<file path="src/sv/yuv_to_rgb_color_converter_assert.svh">
// Assertion macros shared by the YUV to RGB converter modules.
// Included by files that check their own pipeline logic; no dependencies.
`ifndef YUV_TO_RGB_COLOR_CONVERTER_ASSERT_SVH
`define YUV_TO_RGB_COLOR_CONVERTER_ASSERT_SVH

// same-cycle implication
`define YUVRGB_ASSERT_HOLDS(label, clk, rst, ante, cons) \
   label: assert property (@(posedge clk) disable iff (rst) (ante) |-> (cons)) \
      else $error("yuvrgb: assertion failed");

// next-cycle implication
`define YUVRGB_ASSERT_NEXT(label, clk, rst, ante, cons) \
   label: assert property (@(posedge clk) disable iff (rst) (ante) |=> (cons)) \
      else $error("yuvrgb: assertion failed");

`endif

</file>
<file path="src/sv/yuvrgb_pkg.sv">
// Package for the YUV to RGB converter: widths, register codes, coefficient table
// and the payload types passed between pipeline modules. No dependencies.
package yuvrgb_pkg;

   localparam int COEF_FRAC_BITS  = 12;
   localparam int SAMPLE_WIDTH    = 16;
   localparam int COLOR_WIDTH     = 8;
   localparam int NUM_COLORS      = 3;
   localparam int NUM_TERMS       = 3;
   localparam int NUM_MATRICES    = 3;
   localparam int MIN_SAMPLE_BITS = 8;
   localparam int MAX_SAMPLE_BITS = 16;

   localparam int DIFF_WIDTH  = SAMPLE_WIDTH + 2;
   localparam int COEF_WIDTH  = COEF_FRAC_BITS + 3;
   localparam int PROD_WIDTH  = DIFF_WIDTH + COEF_WIDTH;
   localparam int SUM_WIDTH   = PROD_WIDTH + 2;
   localparam int DIV_WIDTH   = SAMPLE_WIDTH + COEF_FRAC_BITS;
   localparam int NUM_WIDTH   = DIV_WIDTH + COLOR_WIDTH;
   localparam int SHIFT_WIDTH = $clog2(MAX_SAMPLE_BITS - MIN_SAMPLE_BITS + 1);

   localparam int MODE_WIDTH      = 2;
   localparam int BITS_WIDTH      = 5;
   localparam int CSR_INDEX_WIDTH = 1;
   localparam int CSR_DATA_WIDTH  = BITS_WIDTH;

   localparam int IDX_RED   = 0;
   localparam int IDX_GREEN = 1;
   localparam int IDX_BLUE  = 2;
   localparam int IDX_LUMA  = 0;
   localparam int IDX_CB    = 1;
   localparam int IDX_CR    = 2;

   localparam int MILLI      = 1000;
   localparam int MILLI_HALF = MILLI / 2;

   localparam logic [COLOR_WIDTH-1:0] ALPHA_OPAQUE = '1;

   typedef enum logic [CSR_INDEX_WIDTH-1:0] {
      CSR_MATRIX_MODE = 1'b0,
      CSR_SAMPLE_BITS = 1'b1
   } csr_index_type;

   typedef enum logic [MODE_WIDTH-1:0] {
      MODE_BT601 = 2'd0,
      MODE_BT709 = 2'd1,
      MODE_FULL  = 2'd2
   } matrix_mode_type;

   typedef logic [1:0]                    matrix_index_type;
   typedef logic [SAMPLE_WIDTH-1:0]       sample_type;
   typedef logic [COLOR_WIDTH-1:0]        color_type;
   typedef logic signed [DIFF_WIDTH-1:0]  diff_type;
   typedef logic signed [COEF_WIDTH-1:0]  coef_type;
   typedef logic signed [PROD_WIDTH-1:0]  prod_type;
   typedef logic signed [SUM_WIDTH-1:0]   sum_type;
   typedef logic [DIV_WIDTH-1:0]          divisor_type;
   typedef logic [NUM_WIDTH-1:0]          num_type;

   // thousandths to fixed point, ties away from zero
   function automatic coef_type fixed_coef(input int milli);
      int mag;
      int k;
      mag = (milli < 0) ? -milli : milli;
      k   = (mag * (2 ** COEF_FRAC_BITS) + MILLI_HALF) / MILLI;
      return COEF_WIDTH'((milli < 0) ? -k : k);
   endfunction

   // [matrix][color][y,u,v]
   localparam coef_type COEF_TABLE [NUM_MATRICES][NUM_COLORS][NUM_TERMS] = '{
      '{ '{fixed_coef(1164), fixed_coef(0),    fixed_coef(1596)},
         '{fixed_coef(1164), fixed_coef(-392), fixed_coef(-813)},
         '{fixed_coef(1164), fixed_coef(2017), fixed_coef(0)} },
      '{ '{fixed_coef(1164), fixed_coef(0),    fixed_coef(1793)},
         '{fixed_coef(1164), fixed_coef(-213), fixed_coef(-533)},
         '{fixed_coef(1164), fixed_coef(2112), fixed_coef(0)} },
      '{ '{fixed_coef(1000), fixed_coef(0),    fixed_coef(1400)},
         '{fixed_coef(1000), fixed_coef(-343), fixed_coef(-711)},
         '{fixed_coef(1000), fixed_coef(1765), fixed_coef(0)} }
   };

   typedef struct {
      diff_type    diff [NUM_TERMS];
      coef_type    coef [NUM_COLORS][NUM_TERMS];
      divisor_type divisor;
   } front_data_type;

   typedef struct {
      num_type     num [NUM_COLORS];
      divisor_type divisor;
   } scaled_data_type;

   typedef struct {
      color_type color [NUM_COLORS];
   } pixel_data_type;

endpackage

</file>
<file path="src/sv/yuvrgb_div.sv">
// Pipelined restoring divider: one quotient bit per stage, three color lanes.
// Gives floor(num / divisor) in 8 bits. Depends on yuvrgb_pkg and the assertion header.
`include "yuv_to_rgb_color_converter_assert.svh"

module yuvrgb_div (
   input  logic                        clock,
   input  logic                        reset,
   input  logic                        in_valid,
   output logic                        in_ready,
   input  yuvrgb_pkg::scaled_data_type in_data,
   output logic                        out_valid,
   input  logic                        out_ready,
   output yuvrgb_pkg::pixel_data_type  out_data
);
   import yuvrgb_pkg::*;

   localparam int LAST = COLOR_WIDTH - 1;

   typedef struct {
      num_type     rem [NUM_COLORS];
      color_type   quo [NUM_COLORS];
      divisor_type divisor;
   } div_stage_type;

   logic [COLOR_WIDTH-1:0] valid_ff;
   logic [COLOR_WIDTH-1:0] stage_ready;
   div_stage_type          stage_ff [COLOR_WIDTH];
   div_stage_type          stage_in [COLOR_WIDTH];
   logic [COLOR_WIDTH-1:0] src_valid;

   for (genvar i = 0; i < COLOR_WIDTH; i++) begin : g_stage
      localparam int BIT = COLOR_WIDTH - 1 - i;
      div_stage_type src;

      if (i == 0) begin : g_first
         always_comb begin
            for (int c = 0; c < NUM_COLORS; c++) begin
               src.rem[c] = in_data.num[c];
               src.quo[c] = '0;
            end
            src.divisor = in_data.divisor;
         end
         assign src_valid[i] = in_valid;
      end else begin : g_next
         assign src          = stage_ff[i-1];
         assign src_valid[i] = valid_ff[i-1];
      end

      if (i == LAST) begin : g_out
         assign stage_ready[i] = !valid_ff[i] || out_ready;
      end else begin : g_mid
         assign stage_ready[i] = !valid_ff[i] || stage_ready[i+1];
      end

      always_comb begin
         for (int c = 0; c < NUM_COLORS; c++) begin
            if (src.rem[c] >= (NUM_WIDTH'(src.divisor) << BIT)) begin
               stage_in[i].rem[c] = src.rem[c] - (NUM_WIDTH'(src.divisor) << BIT);
               stage_in[i].quo[c] = src.quo[c] | (COLOR_WIDTH'(1) << BIT);
            end else begin
               stage_in[i].rem[c] = src.rem[c];
               stage_in[i].quo[c] = src.quo[c];
            end
         end
         stage_in[i].divisor = src.divisor;
      end

      always_ff @(posedge clock) begin
         if (reset) begin
            valid_ff[i] <= 1'b0;
         end else if (stage_ready[i]) begin
            valid_ff[i] <= src_valid[i];
         end
      end

      always_ff @(posedge clock) begin
         if (stage_ready[i] && src_valid[i]) begin
            stage_ff[i] <= stage_in[i];
         end
      end
   end

   assign in_ready  = stage_ready[0];
   assign out_valid = valid_ff[LAST];

   always_comb begin
      for (int c = 0; c < NUM_COLORS; c++) begin
         out_data.color[c] = stage_ff[LAST].quo[c];
      end
   end

   `YUVRGB_ASSERT_HOLDS(a_rem_below_divisor, clock, reset, valid_ff[LAST],
      stage_ff[LAST].rem[IDX_RED] < NUM_WIDTH'(stage_ff[LAST].divisor) &&
      stage_ff[LAST].rem[IDX_GREEN] < NUM_WIDTH'(stage_ff[LAST].divisor) &&
      stage_ff[LAST].rem[IDX_BLUE] < NUM_WIDTH'(stage_ff[LAST].divisor))

endmodule

</file>
<file path="config.mk">
export PLATFORM = sky130hd
export DESIGN_NAME = yuvrgb_div
export DESIGN_NICKNAME = d
export VERILOG_FILES = /design/src/sv/yuvrgb_pkg.sv /design/src/sv/yuvrgb_div.sv
export VERILOG_INCLUDE_DIRS = /design/src /design/src/sv
export SDC_FILE = /design/constraint.sdc
export NUM_CORES = 2
export LEC_CHECK = 0
export BUFFER_PORTS_ARGS = -buffer_cell sky130_fd_sc_hd__buf_2
export CORE_ASPECT_RATIO = 0.75
export CORE_MARGIN = 3
export CORE_UTILIZATION = 45
export DETAILED_ROUTE_END_ITERATION = 16
export GPL_ROUTABILITY_DRIVEN = 0
export PLACE_DENSITY_LB_ADDON = 0.2
export SLEW_MARGIN = 20
export SYNTH_ARGS = -nofsm -noshare
export SYNTH_HDL_FRONTEND = slang
export SYNTH_SLANG_ARGS = --single-unit
</file>
<file path="constraint.sdc">
create_clock -name clock -period 24.3 [get_ports clock]
set_clock_uncertainty 0.05 [all_clocks]
set_input_delay 1.215 -clock clock [delete_from_list [all_inputs] [get_ports clock]]
set_output_delay 1.215 -clock clock [all_outputs]
set_load 0.03 [all_outputs]
</file>
==> metrics.csv <==
stage;metric;value;unit
layout;most frequent cells in the layout;edfxtp_1, a21oi_1, ha_1;
drt;WL final;229;mm
cts;htree depth;3;
yosys;Mapped Avg Cell Area;10.1;µm²
sta;crit path time final;5.04;ns
worst_setup_path;startpoint type of the worst setup path;register;
placed_design;Port Buffers;165;
placed_design;post-DP HPWL;186;mm
worst_setup_path;CP max-delay cell;o21ai_0;
worst_setup_path;critical path's largest stage delay;0.74;ns
grt;first-pass GRT wire length;342;mm
yosys;Post-Syn Nets;8056;
worst_setup_path;Reg2Reg Depth;11;
drt;routed len/inst;23.9;µm
yosys;Post-synth ARST share;0;%
sta;Sum Neg Setup Slack;0;ns
drt;Remaining DRCs;0;
grt;Total GRT Usage;26.8;%
yosys;Syn Std Cell Area;72700;µm²
worst_setup_path;kind of critical path;reg2reg;
drt;routed vias;58200;
die;# rows;127;
yosys;xor/xnor cell area share of the yosys netlist;6.93;%
sta;final-report hold violation count;0;
drt;violation count after the first detailed-route iteration;7640;
cts;clock sink total;1068;
worst_setup_path;Worst EP required;24.79;ns
layout;area grow syn2layout;10.0;%
yosys;synth unique cells;91;
yosys;Compound-Gate Fraction of Synth Area;19.2;%
yosys;synth warn;0;
yosys;Synth area leaders;edfxtp_1, ha_1, a21oi_1;
die;IO Count;166;
die;Core Area;160000;µm²
sta;final count of negative-setup-slack endpoints;0;
yosys;largest family of logic cells by synthesized area;compound AO/OA/AOI/OAI gates;
cts;clock slew seen by the registers of the worst setup and hold paths;0.06;ns
yosys;Synth area leader;edfxtp_1;
layout;Fillers;14500;
grt;initial antenna violation count;8;
cts;Num CTS Buffers;114;
layout;commonest non-fill, non-tap cell in the layout;edfxtp_1;
run;Max-Cap Viols;0;
yosys;top_reg_cell synth;edfxtp_1;
layout;Finished Core Util;50.0;%
sta;Fin Hold WS;0.328;ns
placed_design;Post-DP Area;76000;µm²
cts;CTS Hold Bufs;0;
yosys;Post-synth EDFFs;1060;
yosys;sequential share of the synthesized area;44.0;%
sta;Max Clk Rate;0.198;GHz
sta;pin slew with the least headroom to its limit;1.18;ns
worst_setup_path;Worst Setup End Kind;register;
run_status;status;complete, no violations;
die;DIE AREA;167000;µm²
sta;RSZ-0062 raised after global routing;false;
die;Starting Density;45.4;%
yosys;Mapped Cells;7223;
pwr;Peak VDD IR;74.4;µV
cts;clock tree buffer depth;3;
layout;multi-input logic area;38600;µm²
cts;Clock Root Buffer;clkbuf_16;
die;Die W;470;µm
layout;share of cells above drive strength 1;8.22;%
yosys;post-synthesis register bit count;1068;
sta;Worst slew margin;21.1;%
worst_setup_path;Worst EP arrival;5.53;ns
layout;sequential cell area;32000;µm²
sta;fin crit share;20.8;%
grt;total global routing overflow;0;
yosys;post-synthesis mux area share;2.11;%
cts;setup bufs post-CTS;0;
pwr;Power Total;5.44;mW
pwr;P_leak;31.6;nW
grt;largest net degree at the start of global routing;82;
die;die height;354;µm
yosys;adder-cell share of the synthesized area;12.1;%
worst_setup_path;reg2reg setup slack;19.26;ns
worst_hold_path;hold depth;0;
drt;number of antenna-violating nets in the routed design;0;
worst_setup_path;Worst Path Max Fanout;43;
drt;Via-to-Cell Ratio;6.07;
sta;Slew Viols, Final;0;
grt;vias in the first global route;53200;
cts;post-cts sizing count;0;
worst_setup_path;worst path cell trace;ha_1, fa_1, nand2b_1, a21oi_1, a211oi_1, o22ai_1, a211oi_1, o21ai_0, a211oi_4, buf_4, o21ai_0;
yosys;Synth top area share;43.8;%
layout;design area;80000;µm²
pwr;P per Cell Area;68.0;nW/µm²
yosys;Synth Area in Simple Gates;12.5;%
drt;drt first pass iters;6;
layout;fin nets;8183;
cts;TritonCTS clock tree;built;
cts;Worst-Skew Late Latency;0.79;ns
worst_hold_path;min-delay worst type;reg2reg;
-- Yosys cell counts (all sizes together) (53+ instances only) --
| cell | count |
|---|---|
| a31oi | 67 |
| nand3 | 123 |
| nor2 | 501 |
| o21bai | 76 |
| a21oi | 721 |
| clkbuf | 173 |
| ha | 672 |
| inv | 412 |
| nand4 | 113 |
| nand2b | 80 |
| xor2 | 264 |
| o21ai | 539 |
| nor2b | 95 |
| mux2 | 130 |
| a21o | 371 |
| a211oi | 60 |
| edfxtp | 1060 |
| xnor2 | 311 |
| nand2 | 597 |
| nor3 | 100 |
| and3 | 59 |
| o21a | 71 |
| o31ai | 53 |
-- layout make-up --
| cell class | instances | area share (%) |
|---|---|---|
| sequential | 1068 | 40.0 |
| timing repair buffer | 213 | 1.49 |
| tap | 2128 | 3.33 |
| clock buffer | 137 | 3.84 |
| multi-input combinational | 5540 | 48.3 |
| antenna | 2 | 0.00625 |
| clock inverter | 75 | 1.15 |
| inverter | 413 | 1.94 |
-- kinds of logic (layout without fill, tap and decap cells) --
family          Yosys count  count (layout)
fa+ha+maj               693             693
mux                     137             137
compound gates         2237            2237
buf+inv                 615             838
simple gates           1898            1898
xor+xnor                575             575
other cells               0               2
flops                  1068            1068
-- metrics by stage --
stage | setup WS, ns | std cells
6_report | 19.26 | 9576
5_1_grt | 19.05 | 9574
4_1_cts | 19.45 | 9574
3_5_place_dp | 18.96 | 9362
3_3_place_gp | 18.97 | 9362
2_1_floorplan | 10.77 | 7223
-- critical path, delay by kind of cell, from the launching register on --
kind,cells,cell delay [ns]
flip-flops,1,0.52
AO/OA/AOI/OAI,7,2.97
AND/OR/NAND/NOR,1,0.16
adder cells (fa/ha/maj),2,0.68
buffers and inverters,1,0.34
-- flip-flops by register name, indices dropped and copies added (netlist names) --
signal and flops:
src_valid 7, stage_ff 1060, out_valid 1
-- where the power goes --
| group | switching [mW] | internal [mW] |
|---|---|---|
| logic | 0.781 | 0.509 |
| clock network | 0.798 | 1.07 |
| registers | 0.0936 | 2.19 |
-- path summary, 6_finish.rpt --
check | start | endpoint
max reg2reg | stage_ff[0][0] | stage_ff[0][295]
min reg2reg | stage_ff[1][369] | stage_ff[1][529]
min | stage_ff[1][369] | stage_ff[1][529]
max | stage_ff[0][0] | stage_ff[0][295]
-- per-layer routing --
layer | track usage [%] | share of wire, % | up-vias
met2 | 37.0 | 40 | 2680
met4 | 5.75 | 2.3 | 2
met1 | 42.4 | 48 | 28000
met5 | 0 | 0.0057 | -
met3 | 5.74 | 10 | 286
li1 | - | - | 27200
Power figures use the tool's default switching activity.
