File: src/sv/yuv_to_rgb_color_converter_assert.svh
// Assertion macros shared by the YUV to RGB converter modules.
// Included by files that check their own pipeline logic; no dependencies.
`ifndef YUV_TO_RGB_COLOR_CONVERTER_ASSERT_SVH
`define YUV_TO_RGB_COLOR_CONVERTER_ASSERT_SVH

// same-cycle implication
`define YUVRGB_ASSERT_HOLDS(label, clk, rst, ante, cons) \
   label: assert property (@(posedge clk) disable iff (rst) (ante) |-> (cons)) \
      else $error("yuvrgb: assertion failed");

// next-cycle implication
`define YUVRGB_ASSERT_NEXT(label, clk, rst, ante, cons) \
   label: assert property (@(posedge clk) disable iff (rst) (ante) |=> (cons)) \
      else $error("yuvrgb: assertion failed");

`endif

File: src/sv/yuvrgb_pkg.sv
// Package for the YUV to RGB converter: widths, register codes, coefficient table
// and the payload types passed between pipeline modules. No dependencies.
package yuvrgb_pkg;

   localparam int COEF_FRAC_BITS  = 12;
   localparam int SAMPLE_WIDTH    = 16;
   localparam int COLOR_WIDTH     = 8;
   localparam int NUM_COLORS      = 3;
   localparam int NUM_TERMS       = 3;
   localparam int NUM_MATRICES    = 3;
   localparam int MIN_SAMPLE_BITS = 8;
   localparam int MAX_SAMPLE_BITS = 16;

   localparam int DIFF_WIDTH  = SAMPLE_WIDTH + 2;
   localparam int COEF_WIDTH  = COEF_FRAC_BITS + 3;
   localparam int PROD_WIDTH  = DIFF_WIDTH + COEF_WIDTH;
   localparam int SUM_WIDTH   = PROD_WIDTH + 2;
   localparam int DIV_WIDTH   = SAMPLE_WIDTH + COEF_FRAC_BITS;
   localparam int NUM_WIDTH   = DIV_WIDTH + COLOR_WIDTH;
   localparam int SHIFT_WIDTH = $clog2(MAX_SAMPLE_BITS - MIN_SAMPLE_BITS + 1);

   localparam int MODE_WIDTH      = 2;
   localparam int BITS_WIDTH      = 5;
   localparam int CSR_INDEX_WIDTH = 1;
   localparam int CSR_DATA_WIDTH  = BITS_WIDTH;

   localparam int IDX_RED   = 0;
   localparam int IDX_GREEN = 1;
   localparam int IDX_BLUE  = 2;
   localparam int IDX_LUMA  = 0;
   localparam int IDX_CB    = 1;
   localparam int IDX_CR    = 2;

   localparam int MILLI      = 1000;
   localparam int MILLI_HALF = MILLI / 2;

   localparam logic [COLOR_WIDTH-1:0] ALPHA_OPAQUE = '1;

   typedef enum logic [CSR_INDEX_WIDTH-1:0] {
      CSR_MATRIX_MODE = 1'b0,
      CSR_SAMPLE_BITS = 1'b1
   } csr_index_type;

   typedef enum logic [MODE_WIDTH-1:0] {
      MODE_BT601 = 2'd0,
      MODE_BT709 = 2'd1,
      MODE_FULL  = 2'd2
   } matrix_mode_type;

   typedef logic [1:0]                    matrix_index_type;
   typedef logic [SAMPLE_WIDTH-1:0]       sample_type;
   typedef logic [COLOR_WIDTH-1:0]        color_type;
   typedef logic signed [DIFF_WIDTH-1:0]  diff_type;
   typedef logic signed [COEF_WIDTH-1:0]  coef_type;
   typedef logic signed [PROD_WIDTH-1:0]  prod_type;
   typedef logic signed [SUM_WIDTH-1:0]   sum_type;
   typedef logic [DIV_WIDTH-1:0]          divisor_type;
   typedef logic [NUM_WIDTH-1:0]          num_type;

   // thousandths to fixed point, ties away from zero
   function automatic coef_type fixed_coef(input int milli);
      int mag;
      int k;
      mag = (milli < 0) ? -milli : milli;
      k   = (mag * (2 ** COEF_FRAC_BITS) + MILLI_HALF) / MILLI;
      return COEF_WIDTH'((milli < 0) ? -k : k);
   endfunction

   // [matrix][color][y,u,v]
   localparam coef_type COEF_TABLE [NUM_MATRICES][NUM_COLORS][NUM_TERMS] = '{
      '{ '{fixed_coef(1164), fixed_coef(0),    fixed_coef(1596)},
         '{fixed_coef(1164), fixed_coef(-392), fixed_coef(-813)},
         '{fixed_coef(1164), fixed_coef(2017), fixed_coef(0)} },
      '{ '{fixed_coef(1164), fixed_coef(0),    fixed_coef(1793)},
         '{fixed_coef(1164), fixed_coef(-213), fixed_coef(-533)},
         '{fixed_coef(1164), fixed_coef(2112), fixed_coef(0)} },
      '{ '{fixed_coef(1000), fixed_coef(0),    fixed_coef(1400)},
         '{fixed_coef(1000), fixed_coef(-343), fixed_coef(-711)},
         '{fixed_coef(1000), fixed_coef(1765), fixed_coef(0)} }
   };

   typedef struct {
      diff_type    diff [NUM_TERMS];
      coef_type    coef [NUM_COLORS][NUM_TERMS];
      divisor_type divisor;
   } front_data_type;

   typedef struct {
      num_type     num [NUM_COLORS];
      divisor_type divisor;
   } scaled_data_type;

   typedef struct {
      color_type color [NUM_COLORS];
   } pixel_data_type;

endpackage

File: src/sv/yuvrgb_front.sv
// Front stage: configuration registers, sample masking, offset removal and
// coefficient selection. Depends on yuvrgb_pkg and the assertion header.
`include "yuv_to_rgb_color_converter_assert.svh"

module yuvrgb_front (
   input  logic                                   clock,
   input  logic                                   reset,
   input  logic                                   csr_write_enable,
   input  logic [yuvrgb_pkg::CSR_INDEX_WIDTH-1:0] csr_index,
   input  logic [yuvrgb_pkg::CSR_DATA_WIDTH-1:0]  csr_write_data,
   input  logic                                   in_valid,
   output logic                                   in_ready,
   input  yuvrgb_pkg::sample_type                 in_luma,
   input  yuvrgb_pkg::sample_type                 in_chroma_blue,
   input  yuvrgb_pkg::sample_type                 in_chroma_red,
   output logic                                   out_valid,
   input  logic                                   out_ready,
   output yuvrgb_pkg::front_data_type             out_data
);
   import yuvrgb_pkg::*;

   localparam logic [SHIFT_WIDTH-1:0]  DEPTH_MAX = SHIFT_WIDTH'(MAX_SAMPLE_BITS - MIN_SAMPLE_BITS);
   localparam logic [BITS_WIDTH-1:0]   BITS_MIN  = BITS_WIDTH'(MIN_SAMPLE_BITS);
   localparam logic [BITS_WIDTH-1:0]   BITS_MAX  = BITS_WIDTH'(MAX_SAMPLE_BITS);
   localparam sample_type SAMPLE_ONES      = '1;
   localparam sample_type MID_BASE         = SAMPLE_WIDTH'(2 ** (MIN_SAMPLE_BITS - 1));
   localparam sample_type LUMA_OFFSET_BASE = SAMPLE_WIDTH'(16);

   logic [MODE_WIDTH-1:0] matrix_mode_ff;
   logic [BITS_WIDTH-1:0] sample_bits_ff;
   logic                  valid_ff;
   front_data_type        data_ff;
   front_data_type        data_in;

   logic [BITS_WIDTH-1:0]  bits_eff;
   logic [SHIFT_WIDTH-1:0] depth;
   sample_type             max_value;
   sample_type             mid_value;
   sample_type             luma_offset;
   matrix_index_type       matrix_idx;
   sample_type             luma_m;
   sample_type             cb_m;
   sample_type             cr_m;

   always_ff @(posedge clock) begin
      if (reset) begin
         matrix_mode_ff <= MODE_BT601;
         sample_bits_ff <= BITS_MIN;
      end else if (csr_write_enable) begin
         unique case (csr_index_type'(csr_index))
            CSR_MATRIX_MODE: matrix_mode_ff <= csr_write_data[MODE_WIDTH-1:0];
            CSR_SAMPLE_BITS: sample_bits_ff <= csr_write_data[BITS_WIDTH-1:0];
            default: ;
         endcase
      end
   end

   always_comb begin
      if (sample_bits_ff < BITS_MIN) begin
         bits_eff = BITS_MIN;
      end else if (sample_bits_ff > BITS_MAX) begin
         bits_eff = BITS_MAX;
      end else begin
         bits_eff = sample_bits_ff;
      end
   end

   assign depth     = SHIFT_WIDTH'(bits_eff - BITS_MIN);
   assign max_value = SAMPLE_ONES >> (DEPTH_MAX - depth);
   assign mid_value = MID_BASE << depth;

   always_comb begin
      unique case (matrix_mode_type'(matrix_mode_ff))
         MODE_BT601: matrix_idx = 2'd0;
         MODE_BT709: matrix_idx = 2'd1;
         default:    matrix_idx = 2'd2;
      endcase
   end

   assign luma_offset = (matrix_idx == 2'd2) ? '0 : (LUMA_OFFSET_BASE << depth);
   assign luma_m      = in_luma & max_value;
   assign cb_m        = in_chroma_blue & max_value;
   assign cr_m        = in_chroma_red & max_value;

   always_comb begin
      data_in.diff[IDX_LUMA] = $signed({2'b00, luma_m}) - $signed({2'b00, luma_offset});
      data_in.diff[IDX_CB]   = $signed({2'b00, cb_m}) - $signed({2'b00, mid_value});
      data_in.diff[IDX_CR]   = $signed({2'b00, cr_m}) - $signed({2'b00, mid_value});
      for (int c = 0; c < NUM_COLORS; c++) begin
         for (int t = 0; t < NUM_TERMS; t++) begin
            data_in.coef[c][t] = COEF_TABLE[matrix_idx][c][t];
         end
      end
      data_in.divisor = {max_value, {COEF_FRAC_BITS{1'b0}}};
   end

   assign in_ready  = !valid_ff || out_ready;
   assign out_valid = valid_ff;
   assign out_data  = data_ff;

   always_ff @(posedge clock) begin
      if (reset) begin
         valid_ff <= 1'b0;
      end else if (in_ready) begin
         valid_ff <= in_valid;
      end
   end

   always_ff @(posedge clock) begin
      if (in_ready && in_valid) begin
         data_ff <= data_in;
      end
   end

   `YUVRGB_ASSERT_NEXT(a_accept_loads, clock, reset, in_valid && in_ready, valid_ff)

endmodule

File: config.mk
export PLATFORM = sky130hd
export DESIGN_NAME = yuvrgb_front
export DESIGN_NICKNAME = d
export VERILOG_FILES = /design/src/sv/yuvrgb_pkg.sv /design/src/sv/yuvrgb_front.sv
export VERILOG_INCLUDE_DIRS = /design/src /design/src/sv
export SDC_FILE = /design/constraint.sdc
export NUM_CORES = 1
export LEC_CHECK = 0
export BUFFER_PORTS_ARGS = -buffer_cell sky130_fd_sc_hd__buf_2
export CORE_MARGIN = 1.5
export CORE_UTILIZATION = 30
export CTS_CLUSTER_SIZE = 30
export DETAILED_ROUTE_END_ITERATION = 10
export GPL_ROUTABILITY_DRIVEN = 1
export MAX_ROUTING_LAYER = met4
export PLACE_DENSITY = 0.63
export SYNTH_ARGS = -nofsm -noshare
export SYNTH_HDL_FRONTEND = slang
export SYNTH_SLANG_ARGS = --single-unit
File: constraint.sdc
create_clock -name clock -period 5 [get_ports clock]
set_input_delay 0.75 -clock clock [delete_from_list [all_inputs] [get_ports clock]]
set_output_delay 0.75 -clock clock [all_outputs]
set_load 0.03 [all_outputs]
==> flow_summary.yaml <==
clock_network:
  clock_sinks: 81
  path_clk_slew_ns: 0.06
  cts-root-buf: "clkbuf_16"
  clock_latency_ns: 0.35
  cts_tree: "done"
  cts_buffers: 9
  cts_hold_buf: 0
  clockBufferDepth: 2
  cts_resized: 0
  post_cts_buffers: 0
  htreeDepth: 3
sta:
  worst_pin_slew_ns: 1.016
  period_needed_ns: 4.127
  drv_slew: 0
  fin_crit_sh: 0.8253
  setup_viol: 0
  finalHoldViolations: 0
  max_freq_mhz: 242.3
  slew_headroom: 0.3224
  hold_slack_ns: 0.4802
  rsz0062_at_grt: "no"
  finClkSkew_ns: 0.004086
  fin_tns_setup_ns: 0
  setup_ws_ns: 0.8734
floorplan:
  start_util: 0.3062
  die_w_um: 135.9
  dieArea_um2: 18460
  dieHeight_um: 135.9
  pin_count: 278
  core_area_um2: 17300
  fp-row-count: 48
status:
  outcome: "finished clean"
worst_hold_path:
  min_to: "sample_bits_ff[0]"
  holdPathStages: 2
  min_from: "sample_bits_ff[0]"
  hold_class: "reg2reg"
power:
  p_per_area_nw_per_um2: 395.3
  p_clk_frac: 0.314
  switching_share: 0.3494
  switchingPower_uw: 843.4
  p_int_mw: 1.570
  cellLeakagePower_nw: 2.794
  ir_drop_v: 0.0001742
  seqPwrFrac: 0.365
  combPwrFrac: 0.321
detailed_routing:
  wl_um: 11940
  drt_iter0_drc: 141
  via_per_inst: 4.007
  wl_per_cell_um: 13.48
  ant_nets: 0
  drc: 0
  dr.pass1.iters: 6
  num_vias: 3550
synthesis:
  ys_types: 47
  ys.warnings.count: 0
  synthAdderAreaFrac: 0.08977
  synth-compound-area-share: 0.06898
  ys_ff_latch: 81
  synthSimpleGateAreaFrac: 0.1521
  yosysSeqAreaShare: 0.4441
  syn_inst: 513
  synthFlopType: "edfxtp_1"
  syn_area_um2: 5296
  synth_mux_area_frac: 0.001890
  synth_edf_count: 73
  synth-xor-area-share: 0.01984
  synth_top_family_by_area: "buffers and inverters"
  async_reset_ff_frac: 0
  syn_area_per_cell_um2: 10.32
critical_path:
  required_ns: 5.10
  critical_path_class: "reg2reg"
  cp-start-kind: "flop"
  crit_fanout: 9
  r2r_slack_ns: 0.87
  endpoint_kind: "flop"
  startpoint: "sample_bits_ff[4]"
  r2r_cells: 14
  timing.rr.end: "out_data[214]"
  critPathArrivalTime_ns: 4.22
  worstReg2RegStart: "sample_bits_ff[4]"
global_route:
  grt_pass1_vias: 3238
  track_usage: 0.1317
  antenna_found_initial: 4
  grt_pass1_wl_um: 17190
  grt_max_degree: 74
  globalRouteOverflowTotal: 0
flow_run:
  cap_violations: 0
final_layout:
  multiInputGateArea_um2: 2079
  n_fill_cell: 1793
  layout.nets: 748
  register_area_um2: 2352
  fin_cells: 886
  layout-drive-gt1-share: 0.3384
  syn_to_final_growth_pct: 15.28
  final_core_util: 0.3530
placed_design:
  port_buffers: 194
  dp_cells: 865
  gp_congestion: 0.8368
  place_ws_ns: 0.8967
  dp_hpwl_um: 9254
==> cells by family after synthesis <==
group | count (synthesis)
buffers and inverters | 169
adders and majority gates | 38
AOI/OAI and AO/OA | 53
muxes | 1
xor gates and xnor gates | 12
and+or+nand+nor | 157
other | 2
DFF | 81
==> cell usage in the layout (no fill, tap or decap), types with 2 or more instances in the layout <==
cell type and instances:
a211oi_1 2, a21o_1 2, a21oi_1 15, a31oi_1 2, and2_1 22, and3_1 16, buf_2 194, bufinv_16 3
clkbuf_16 9, clkinv_2 3, conb_1 84, dfxtp_1 8, diode_2 5, edfxtp_1 73, ha_1 38, inv_1 13
inv_2 7, nand2_1 30, nand2b_1 6, nand3_1 4, nand4_1 3, nor2_1 35, nor2b_1 18, nor3_1 12
o211a_1 2, o211ai_1 3, o21a_1 9, o21ai_0 2, o21ai_1 4, or2_1 5, xnor2_1 8, xor2_1 4
==> layout make-up <==
| class | count | area share |
|---|---|---|
| well taps | 225 | 0.04611 |
| diodes | 5 | 0.002049 |
| flip-flops and latches | 81 | 0.3852 |
| inverters | 20 | 0.01230 |
| multi-input cells | 345 | 0.3406 |
| clock inverters | 7 | 0.01783 |
| repair buffers | 194 | 0.1590 |
| clock buffers | 9 | 0.03689 |
==> how the worst max path moves through the flow <==
stage | to | slack (ns) | depth (start not counted)
after floorplan | out_data[214] | 1.34 | 15
after global placement | out_data[214] | 1.01 | 14
after detailed placement | out_data[214] | 0.90 | 14
after CTS | out_data[214] | 0.87 | 14
after global routing | out_data[214] | 0.63 | 14
final | out_data[214] | 0.87 | 14
==> critical path, cell delays in order (launching register included) <==
cell and delay (ns):
dfxtp_1 0.38, nor2b_1 0.19, and2_1 0.24, inv_2 0.07, ha_1 0.21, ha_1 0.39
inv_1 0.12, a21oi_1 0.49, nor2b_1 0.11, ha_1 0.37, a21oi_1 0.20, a21oi_1 0.11
o41a_1 0.43, a311o_1 0.41, xor2_1 0.15
==> layer usage <==
layer	vias up	wire (um)	global-route usage
met5	-	0	-
met4	0	254	0.05851
met3	15	909	0.04698
met2	133	5372	0.1957
met1	1591	5406	0.1606
li1	1811	-	-
==> per-stage QoR <==
step | instance area [um2] | power [mW]
finish | 6106 | 2.414
global route | 6103 | 2.544
CTS | 6093 | 2.453
detailed placement | 5759 | 1.676
global placement | 5759 | 1.672
floorplan | 5604 | 1.569
==> power groups by stage <==
stage / clock network (mW) / logic (mW) / registers, mW
6_report: 0.759 / 0.774 / 0.881
3_5_place_dp: 0 / 0.779 / 0.897
5_1_grt: 0.808 / 0.845 / 0.891
4_1_cts: 0.788 / 0.782 / 0.883
3_3_place_gp: 0 / 0.776 / 0.896
2_1_floorplan: 0 / 0.514 / 1.06
==> flip-flops by register name, indices dropped and copies added (netlist names) <==
name and flops:
out_data 73, out_valid 1, matrix_mode_ff 2, sample_bits_ff 5
==> synthesized netlist by cell type (2+ instances only) <==
cell      number  area share
buf_4        144        0.20
edfxtp_1      73        0.41
ha_1          38       0.090
nor2_1        35       0.025
nand2_1       30       0.021
and2_1        23       0.027
nor2b_1       18       0.021
and3_1        16       0.019
a21oi_1       15       0.014
inv_1         13      0.0092
nor3_1        12       0.011
o21a_1         9       0.013
dfxtp_1        8       0.030
xnor2_1        8       0.013
inv_2          7      0.0050
nand2b_1       6      0.0071
clkbuf_1       5      0.0035
or2_1          5      0.0059
nand3_1        4      0.0038
o21ai_1        4      0.0038
xor2_1         4      0.0066
nand4_1        3      0.0035
o211ai_1       3      0.0043
a211oi_1       2      0.0028
a21o_1         2      0.0028
a31oi_1        2      0.0024
conb_1         2      0.0014
o211a_1        2      0.0038
o21ai_0        2      0.0019
No activity file was read; power rests on OpenSTA's default activity.
